==> config.mk <==
export PLATFORM = sky130hd
export DESIGN_NAME = deque_with_value_delete_core
export DESIGN_NICKNAME = d
export VERILOG_FILES = /design/src/rtl/dq_pkg.sv /design/src/rtl/dq_ram.sv /design/src/rtl/deque_with_value_delete_core.sv
export SDC_FILE = /design/constraint.sdc
export NUM_CORES = 2
export LEC_CHECK = 0
export ABC_AREA = 1
export ABC_CLOCK_PERIOD_IN_PS = 4200
export BUFFER_PORTS_ARGS = -buffer_cell sky130_fd_sc_hd__buf_2
export CAP_MARGIN = 40
export CORE_MARGIN = 1.5
export CORE_UTILIZATION = 52
export DETAILED_ROUTE_END_ITERATION = 12
export GPL_ROUTABILITY_DRIVEN = 0
export MAX_ROUTING_LAYER = met4
export PLACE_DENSITY = 0.69
export SYNTH_ARGS = -nofsm -noshare
export SYNTH_HDL_FRONTEND = slang
export SYNTH_SLANG_ARGS = --single-unit
==> constraint.sdc <==
create_clock -name clk -period 4.2 [get_ports clk]
set_input_delay 0.42 -clock clk [delete_from_list [all_inputs] [get_ports clk]]
set_output_delay 0.42 -clock clk [all_outputs]
set_load 0.03 [all_outputs]
==> src/rtl/dq_pkg.sv <==
// ----------------------------------------------------------------------------
// dq_pkg
// Shared types and codes for the double-ended queue core: command and status
// codes, sequencer states and the beat payload structs.
// ----------------------------------------------------------------------------
package dq_pkg;

    localparam int VAL_W = 32;
    localparam int LEN_W = 7;

    typedef enum logic [2:0] {
        CMD_PUSH_FRONT = 3'd0,
        CMD_PUSH_BACK  = 3'd1,
        CMD_POP_FRONT  = 3'd2,
        CMD_POP_BACK   = 3'd3,
        CMD_CLEAR      = 3'd4,
        CMD_REMOVE     = 3'd5,
        CMD_READ_FIRST = 3'd6,
        CMD_READ_LAST  = 3'd7
    } cmd_e_t;

    typedef enum logic [2:0] {
        KIND_DONE    = 3'd0,
        KIND_FULL    = 3'd1,
        KIND_EMPTY   = 3'd2,
        KIND_ELEMENT = 3'd3,
        KIND_NONE    = 3'd4
    } kind_e_t;

    typedef enum logic [1:0] {
        S_IDLE,
        S_REMOVE,
        S_RD_FIRST,
        S_RD_EMIT
    } state_e_t;

    typedef struct packed {
        logic [2:0]              cmd;
        logic signed [VAL_W-1:0] item_value;
        logic [LEN_W-1:0]        read_count;
    } in_t;

    typedef struct packed {
        logic [2:0]              kind;
        logic signed [VAL_W-1:0] out_value;
        logic [LEN_W-1:0]        length;
        logic                    is_last;
    } out_t;

endpackage

==> src/rtl/dq_ram.sv <==
// ----------------------------------------------------------------------------
// dq_ram
// Generic single-write, single-read RAM with a registered read port.
// ----------------------------------------------------------------------------
module dq_ram #(
    parameter int WIDTH = 32,
    parameter int DEPTH = 32
) (
    input  logic                     clk,
    input  logic                     we,
    input  logic [$clog2(DEPTH)-1:0] waddr,
    input  logic [WIDTH-1:0]         wdata,
    input  logic                     re,
    input  logic [$clog2(DEPTH)-1:0] raddr,
    output logic [WIDTH-1:0]         rdata
);

    logic [WIDTH-1:0] mem_reg [DEPTH];
    logic [WIDTH-1:0] rdata_reg;

    always_ff @(posedge clk)
    begin
        if (we)
        begin
            mem_reg[waddr] <= wdata;
        end
        if (re)
        begin
            rdata_reg <= mem_reg[raddr];
        end
    end

    assign rdata = rdata_reg;

endmodule

==> src/rtl/deque_with_value_delete_core.sv <==
// ----------------------------------------------------------------------------
// deque_with_value_delete_core
// Bounded double-ended queue of signed 32-bit words in a ring RAM, with
// push/pop at both ends, clear, remove-by-value and read of first/last n.
// ----------------------------------------------------------------------------
// Usage: one command beat enters on in_data (valid/ready); result beats leave
// on out_data (valid/ready) through a single output register. Every command
// gives one result beat with is_last set, except reads of n > 0 entries,
// which give n element beats in queue order, the final one with is_last set.
// Push, pop and clear finish in the accept cycle: the result is in the output
// register in the following cycle, so these run at one command per cycle
// while the receiver keeps up. Remove walks the whole queue through the RAM
// read port and a single compare, one entry per cycle. Reads fetch the first
// element through the registered RAM read, then give one element per cycle
// while the receiver keeps up. A new command is taken only when the sequencer
// is idle and the output register is empty or being emptied in the same cycle.
// A stalled receiver holds the output register and halts the read walk.
// Reset empties the queue (head and count to zero); RAM contents are left as
// they are and only written entries are ever read.
// ----------------------------------------------------------------------------
module deque_with_value_delete_core
    import dq_pkg::*;
#(
    parameter int DEPTH = 32
) (
    input  logic clk,
    input  logic rst_n,
    input  logic in_valid,
    output logic in_ready,
    input  in_t  in_data,
    output logic out_valid,
    input  logic out_ready,
    output out_t out_data
);

    localparam int IDX_W = $clog2(DEPTH);
    localparam int CNT_W = $clog2(DEPTH + 1);

    function automatic logic [IDX_W-1:0] ring_slot(
        input logic [IDX_W-1:0] base,
        input logic [CNT_W-1:0] off
    );
        logic [CNT_W:0] sum;
        sum = (CNT_W+1)'(base) + (CNT_W+1)'(off);
        if (sum >= (CNT_W+1)'(DEPTH))
        begin
            sum = sum - (CNT_W+1)'(DEPTH);
        end
        return sum[IDX_W-1:0];
    endfunction

    state_e_t                state_reg, state_next;
    logic [IDX_W-1:0]        head_reg, head_next;
    logic [CNT_W-1:0]        count_reg, count_next;
    logic [CNT_W-1:0]        idx_reg, idx_next;
    logic [CNT_W-1:0]        wr_reg, wr_next;
    logic [CNT_W-1:0]        n_reg, n_next;
    logic [CNT_W-1:0]        start_reg, start_next;
    logic                    pend_reg, pend_next;
    logic signed [VAL_W-1:0] value_reg, value_next;
    logic                    out_valid_reg, out_valid_next;
    out_t                    out_reg, out_next;

    logic                    ram_we;
    logic [IDX_W-1:0]        ram_waddr;
    logic [VAL_W-1:0]        ram_wdata;
    logic                    ram_re;
    logic [IDX_W-1:0]        ram_raddr;
    logic [VAL_W-1:0]        ram_rdata;

    logic                    out_free;
    logic                    in_fire;
    logic                    is_full;
    logic                    is_empty;
    logic [CNT_W-1:0]        rd_n;
    logic [IDX_W-1:0]        head_dec;
    logic [CNT_W-1:0]        rd_off;

    dq_ram #(
        .WIDTH (VAL_W),
        .DEPTH (DEPTH)
    ) u_ram (
        .clk   (clk),
        .we    (ram_we),
        .waddr (ram_waddr),
        .wdata (ram_wdata),
        .re    (ram_re),
        .raddr (ram_raddr),
        .rdata (ram_rdata)
    );

    assign out_free  = !out_valid_reg || out_ready;
    assign in_ready  = (state_reg == S_IDLE) && out_free;
    assign in_fire   = in_valid && in_ready;
    assign is_full   = (count_reg == CNT_W'(DEPTH));
    assign is_empty  = (count_reg == '0);
    assign head_dec  = (head_reg == '0) ? IDX_W'(DEPTH - 1) : head_reg - 1'b1;
    // clamp the requested read length to what the queue holds
    assign rd_n      = (in_data.read_count < LEN_W'(count_reg))
                       ? in_data.read_count[CNT_W-1:0] : count_reg;

    assign out_valid = out_valid_reg;
    assign out_data  = out_reg;

    always_ff @(posedge clk or negedge rst_n)
    begin
        if (!rst_n)
        begin
            state_reg     <= S_IDLE;
            head_reg      <= '0;
            count_reg     <= '0;
            idx_reg       <= '0;
            wr_reg        <= '0;
            n_reg         <= '0;
            start_reg     <= '0;
            pend_reg      <= 1'b0;
            out_valid_reg <= 1'b0;
        end
        else
        begin
            state_reg     <= state_next;
            head_reg      <= head_next;
            count_reg     <= count_next;
            idx_reg       <= idx_next;
            wr_reg        <= wr_next;
            n_reg         <= n_next;
            start_reg     <= start_next;
            pend_reg      <= pend_next;
            out_valid_reg <= out_valid_next;
        end
    end

    always_ff @(posedge clk)
    begin
        value_reg <= value_next;
        out_reg   <= out_next;
    end

    always_comb
    begin
        state_next     = state_reg;
        head_next      = head_reg;
        count_next     = count_reg;
        idx_next       = idx_reg;
        wr_next        = wr_reg;
        n_next         = n_reg;
        start_next     = start_reg;
        pend_next      = 1'b0;
        value_next     = value_reg;
        out_valid_next = out_valid_reg && !out_ready;
        out_next       = out_reg;
        ram_we         = 1'b0;
        ram_waddr      = ring_slot(head_reg, wr_reg);
        ram_wdata      = VAL_W'(in_data.item_value);
        ram_re         = 1'b0;
        rd_off         = start_reg + idx_reg;
        ram_raddr      = ring_slot(head_reg, idx_reg);

        unique case (state_reg)
            S_IDLE:
            begin
                if (in_fire)
                begin
                    out_next.kind      = KIND_DONE;
                    out_next.out_value = '0;
                    out_next.is_last   = 1'b1;
                    value_next         = in_data.item_value;
                    unique case (cmd_e_t'(in_data.cmd))
                        CMD_PUSH_FRONT:
                        begin
                            if (is_full)
                            begin
                                out_next.kind = KIND_FULL;
                            end
                            else
                            begin
                                head_next  = head_dec;
                                count_next = count_reg + 1'b1;
                                ram_we     = 1'b1;
                                ram_waddr  = head_dec;
                            end
                        end
                        CMD_PUSH_BACK:
                        begin
                            if (is_full)
                            begin
                                out_next.kind = KIND_FULL;
                            end
                            else
                            begin
                                count_next = count_reg + 1'b1;
                                ram_we     = 1'b1;
                                ram_waddr  = ring_slot(head_reg, count_reg);
                            end
                        end
                        CMD_POP_FRONT:
                        begin
                            if (is_empty)
                            begin
                                out_next.kind = KIND_EMPTY;
                            end
                            else
                            begin
                                head_next  = ring_slot(head_reg, CNT_W'(1));
                                count_next = count_reg - 1'b1;
                            end
                        end
                        CMD_POP_BACK:
                        begin
                            if (is_empty)
                            begin
                                out_next.kind = KIND_EMPTY;
                            end
                            else
                            begin
                                count_next = count_reg - 1'b1;
                            end
                        end
                        CMD_CLEAR:
                        begin
                            head_next  = '0;
                            count_next = '0;
                        end
                        CMD_REMOVE:
                        begin
                            state_next = S_REMOVE;
                            idx_next   = '0;
                            wr_next    = '0;
                        end
                        CMD_READ_FIRST, CMD_READ_LAST:
                        begin
                            if (rd_n == '0)
                            begin
                                out_next.kind = KIND_NONE;
                            end
                            else
                            begin
                                state_next = S_RD_FIRST;
                                n_next     = rd_n;
                                idx_next   = '0;
                                start_next = (cmd_e_t'(in_data.cmd) == CMD_READ_FIRST)
                                             ? '0 : count_reg - rd_n;
                            end
                        end
                    endcase
                    out_next.length = LEN_W'(count_next);
                    // remove and non-empty reads report later
                    out_valid_next  = (state_next == S_IDLE);
                end
            end

            S_REMOVE:
            begin
                // read entry idx while the compare looks at entry idx - 1
                if (idx_reg < count_reg)
                begin
                    ram_re    = 1'b1;
                    idx_next  = idx_reg + 1'b1;
                    pend_next = 1'b1;
                end
                if (pend_reg && (ram_rdata != VAL_W'(value_reg)))
                begin
                    ram_we    = 1'b1;
                    ram_wdata = ram_rdata;
                    wr_next   = wr_reg + 1'b1;
                end
                if (!(idx_reg < count_reg) && !pend_reg)
                begin
                    count_next         = wr_reg;
                    state_next         = S_IDLE;
                    out_valid_next     = 1'b1;
                    out_next.kind      = KIND_DONE;
                    out_next.out_value = '0;
                    out_next.length    = LEN_W'(wr_reg);
                    out_next.is_last   = 1'b1;
                end
            end

            S_RD_FIRST:
            begin
                ram_re     = 1'b1;
                ram_raddr  = ring_slot(head_reg, rd_off);
                state_next = S_RD_EMIT;
            end

            S_RD_EMIT:
            begin
                if (out_free)
                begin
                    out_valid_next     = 1'b1;
                    out_next.kind      = KIND_ELEMENT;
                    out_next.out_value = ram_rdata;
                    out_next.length    = LEN_W'(count_reg);
                    out_next.is_last   = (idx_reg + 1'b1 == n_reg);
                    if (idx_reg + 1'b1 == n_reg)
                    begin
                        state_next = S_IDLE;
                    end
                    else
                    begin
                        // fetch the following entry as this one goes out
                        idx_next  = idx_reg + 1'b1;
                        rd_off    = start_reg + idx_reg + 1'b1;
                        ram_re    = 1'b1;
                        ram_raddr = ring_slot(head_reg, rd_off);
                    end
                end
            end
        endcase
    end

`ifndef SYNTHESIS
    a_count_bound: assert property (@(posedge clk) disable iff (!rst_n)
        count_reg <= CNT_W'(DEPTH))
        else $error("entry count above capacity");

    a_compact_behind: assert property (@(posedge clk) disable iff (!rst_n)
        (state_reg == S_REMOVE) |-> (wr_reg <= idx_reg))
        else $error("compaction write pointer ahead of read pointer");

    a_no_rw_clash: assert property (@(posedge clk) disable iff (!rst_n)
        (state_reg == S_REMOVE && ram_we && ram_re) |-> (ram_waddr != ram_raddr))
        else $error("remove walk wrote the entry being read");

    a_remove_shrinks: assert property (@(posedge clk) disable iff (!rst_n)
        (state_reg == S_REMOVE && state_next == S_IDLE)
        |=> (count_reg <= $past(count_reg)))
        else $error("remove grew the queue");

    a_read_in_range: assert property (@(posedge clk) disable iff (!rst_n)
        (state_reg == S_RD_EMIT) |-> (idx_reg < n_reg && n_reg <= count_reg))
        else $error("read walk beyond its length");
`endif

endmodule

==> out/qor.csv <==
metric,value,unit
clockBufferDepth,3,
dr_total_vias,39000,
worst-path-buf-inv,4,
fill_cells,8023,
grt_pass1_wl,234700,microns
max_cap_violations,0,
finalNonFillerCells,6711,
path_class,flop to flop,
synth_xor_xnor_area_share,0.9299,%
crit_required,4.77,ns
viasPerCell,5.812,
drv_slew,0,
register_area,0.03488,sq mm
wire_per_inst,23.55,microns
hold_viol_final,0,
layout.nets,5340,
drive_above_1_share,10.26,%
path_clk_slew,0.06,ns
end_kind,flop,
htreeDepth,3,
arrival,4.46,ns
overflow,0,
yosysTopAreaCell,edfxtp_1,
ys_top_cells_by_count,"1,174 x nand3_1, 1,130 x edfxtp_1, 1,010 x nand2_1",
synth-compound-area-share,1.673,%
cp_common_cell,nand2_1,
synth_edf_count,1130,
die-area,0.1052,sq mm
finClkSkew,0.04382,ns
multi_input_area,0.01466,sq mm
holdWs,0.02415,ns
tns,0,ns
cts_tree,done,
port_buffers,89,
track_usage,30.58,%
synth.top_cells.by_area,"edfxtp_1 63%, nand3_1 11%, nand2_1 7.1%",
fmax,256.7,MHz
synth-simple-area-share,22.59,%
cts-root-buf,clkbuf_16,
clock_latency,0.72,ns
grt_antenna_before_repair,3,
max_stage_delay,0.53,ns
initial_core_util,52.62,%
fin_util,60.25,%
rsz0062_at_grt,no,
syn_avg_cell_area,10.50,sq um
synth_async_sr_flop_share,3.253,%
synth_mux_area_share,0,%
critPathMaxFanout,27,
core,0.1020,sq mm
synthCells,5113,
area_growth,14.51,%
io_pins,91,
min_path_type,input port to flop,
placedCellCount,6462,
cts-resized-gates,0,
die_y,324.3,microns
first_pass_iters,6,
setup_violations,0,
largest_reg_flops,1024,
clock_sinks,1168,
synthAdderAreaFrac,1.310,%
yosysSeqAreaShare,64.98,%
synth.most_common_cell,nand3_1,
die_x,324.3,microns
synth_top_area_share,63.20,%
path_delay_family,adder cells,
period_share,92.77,%
crit_path_start_kind,flop,
hpwl,89130,microns
run_status,finished clean,
worst_slew_pin_slew,0.8273,ns
cp_cell_sequence,"ha_1, inv_1, fa_1, inv_1, ha_1, xnor2_1, inv_1, ha_1, nand3_1, nand3_1, xor2_1, nand2_1, o21ai_0, nor2_4, buf_4, nand3_1, nand2_1, nand2_1, nand2_1",
synth-seq-cells,1168,
timing.slew.headroom,44.85,%
antenna_left,0,
wirelength,158100,microns
grt_max_degree,130,
syn_nets,5211,
drtIter0Drc,5512,
cts-buffers-inserted,115,
drc_errors,0,
finalCriticalPeriod,3.896,ns
post_synth_num_cell_types,47,
slowest_stage,fa_1,
synth_top_family_by_area,simple AND/OR/NAND/NOR gates,
rows,117,
synth_ff_type,edfxtp_1,
syn_area,0.05369,sq mm
synth.yosys.warnings,0,
first_global_vias,37000,
kinds of logic (layout without fill, tap and decap cells):
logic type	after synthesis	in the layout
flip-flops	1168	1168
adder cells (fa/ha/maj)	52	52
other	1	4
buffers and inverters	1103	1330
XOR/XNOR	57	57
AO/OA/AOI/OAI	154	154
AND/OR/NAND/NOR	2578	2578
layer usage:
metal | vias up | track usage (%) | part of all wire [%]
met5 | - | - | 0
met4 | 0 | 12.67 | 4.0
met3 | 384 | 4.824 | 11
met2 | 2395 | 46.04 | 46
met1 | 18700 | 41.59 | 39
li1 | 17520 | - | -
layout by cell type, fill, tap and decap left out, drive strengths merged, types with 6 or more instances in the layout:
cell / synthesis / routed
clkbuf: 86 / 139
xor2: 22 / 22
nand3: 1176 / 1176
xnor2: 35 / 35
edfxtp: 1130 / 1130
nor3: 9 / 9
nor2: 123 / 123
or2: 13 / 13
clkinv: 1 / 59
o211ai: 6 / 6
bufinv: 0 / 13
inv: 802 / 803
dlygate4sd3: 0 / 31
fa: 7 / 7
nand4: 14 / 14
o221ai: 8 / 8
o21ai: 84 / 84
buf: 214 / 281
dfrtp: 38 / 38
a21oi: 24 / 24
nand3b: 228 / 228
ha: 45 / 45
nand2: 1013 / 1013
what timing repair did:
item | CTS | global route
endpoints found under the hold margin | 68 | 0
buffers inserted | 0 | 0
hold buffers | 31 | 0
final cells by class:
type                            instances  area share [%]
Multi-Input combinational cell       2842           23.85
Inverter                              803           4.938
Clock inverter                         76           1.244
Sequential cell                      1168           56.74
Tap cell                             1368           2.784
Antenna cell                            3         0.01221
Clock buffer                          139           4.897
Timing Repair Buffer                  312           5.536
through the flow:
stage | instance area (sq um) | setup slack, ns
4_1_cts | 61470 | 0.3288
6_report | 61480 | 0.3038
3_3_place_gp | 57140 | 0.4342
2_1_floorplan | 53690 | 0.01169
3_5_place_dp | 57380 | 0.3513
5_1_grt | 61470 | 0.05414
worst paths after layout:
check	depth (start not counted)	from	end	slack (ns)
worst min register to register	2	start_reg[0]	start_reg[0]	0.50
worst max register to register	19	idx_reg[0]	u_ram.rdata[3]	0.30
max in group asynchronous	3	rst_n	wr_reg[3]	3.63
worst min-delay path	1	in_data[25]	value_reg[18]	0.02
min in group asynchronous	2	rst_n	idx_reg[3]	0.10
worst max-delay path	19	idx_reg[0]	u_ram.rdata[3]	0.30
Power is left out: the tool's default activity adds up to more than one toggle a clock period on the data nets, which glitch-free logic cannot reach.
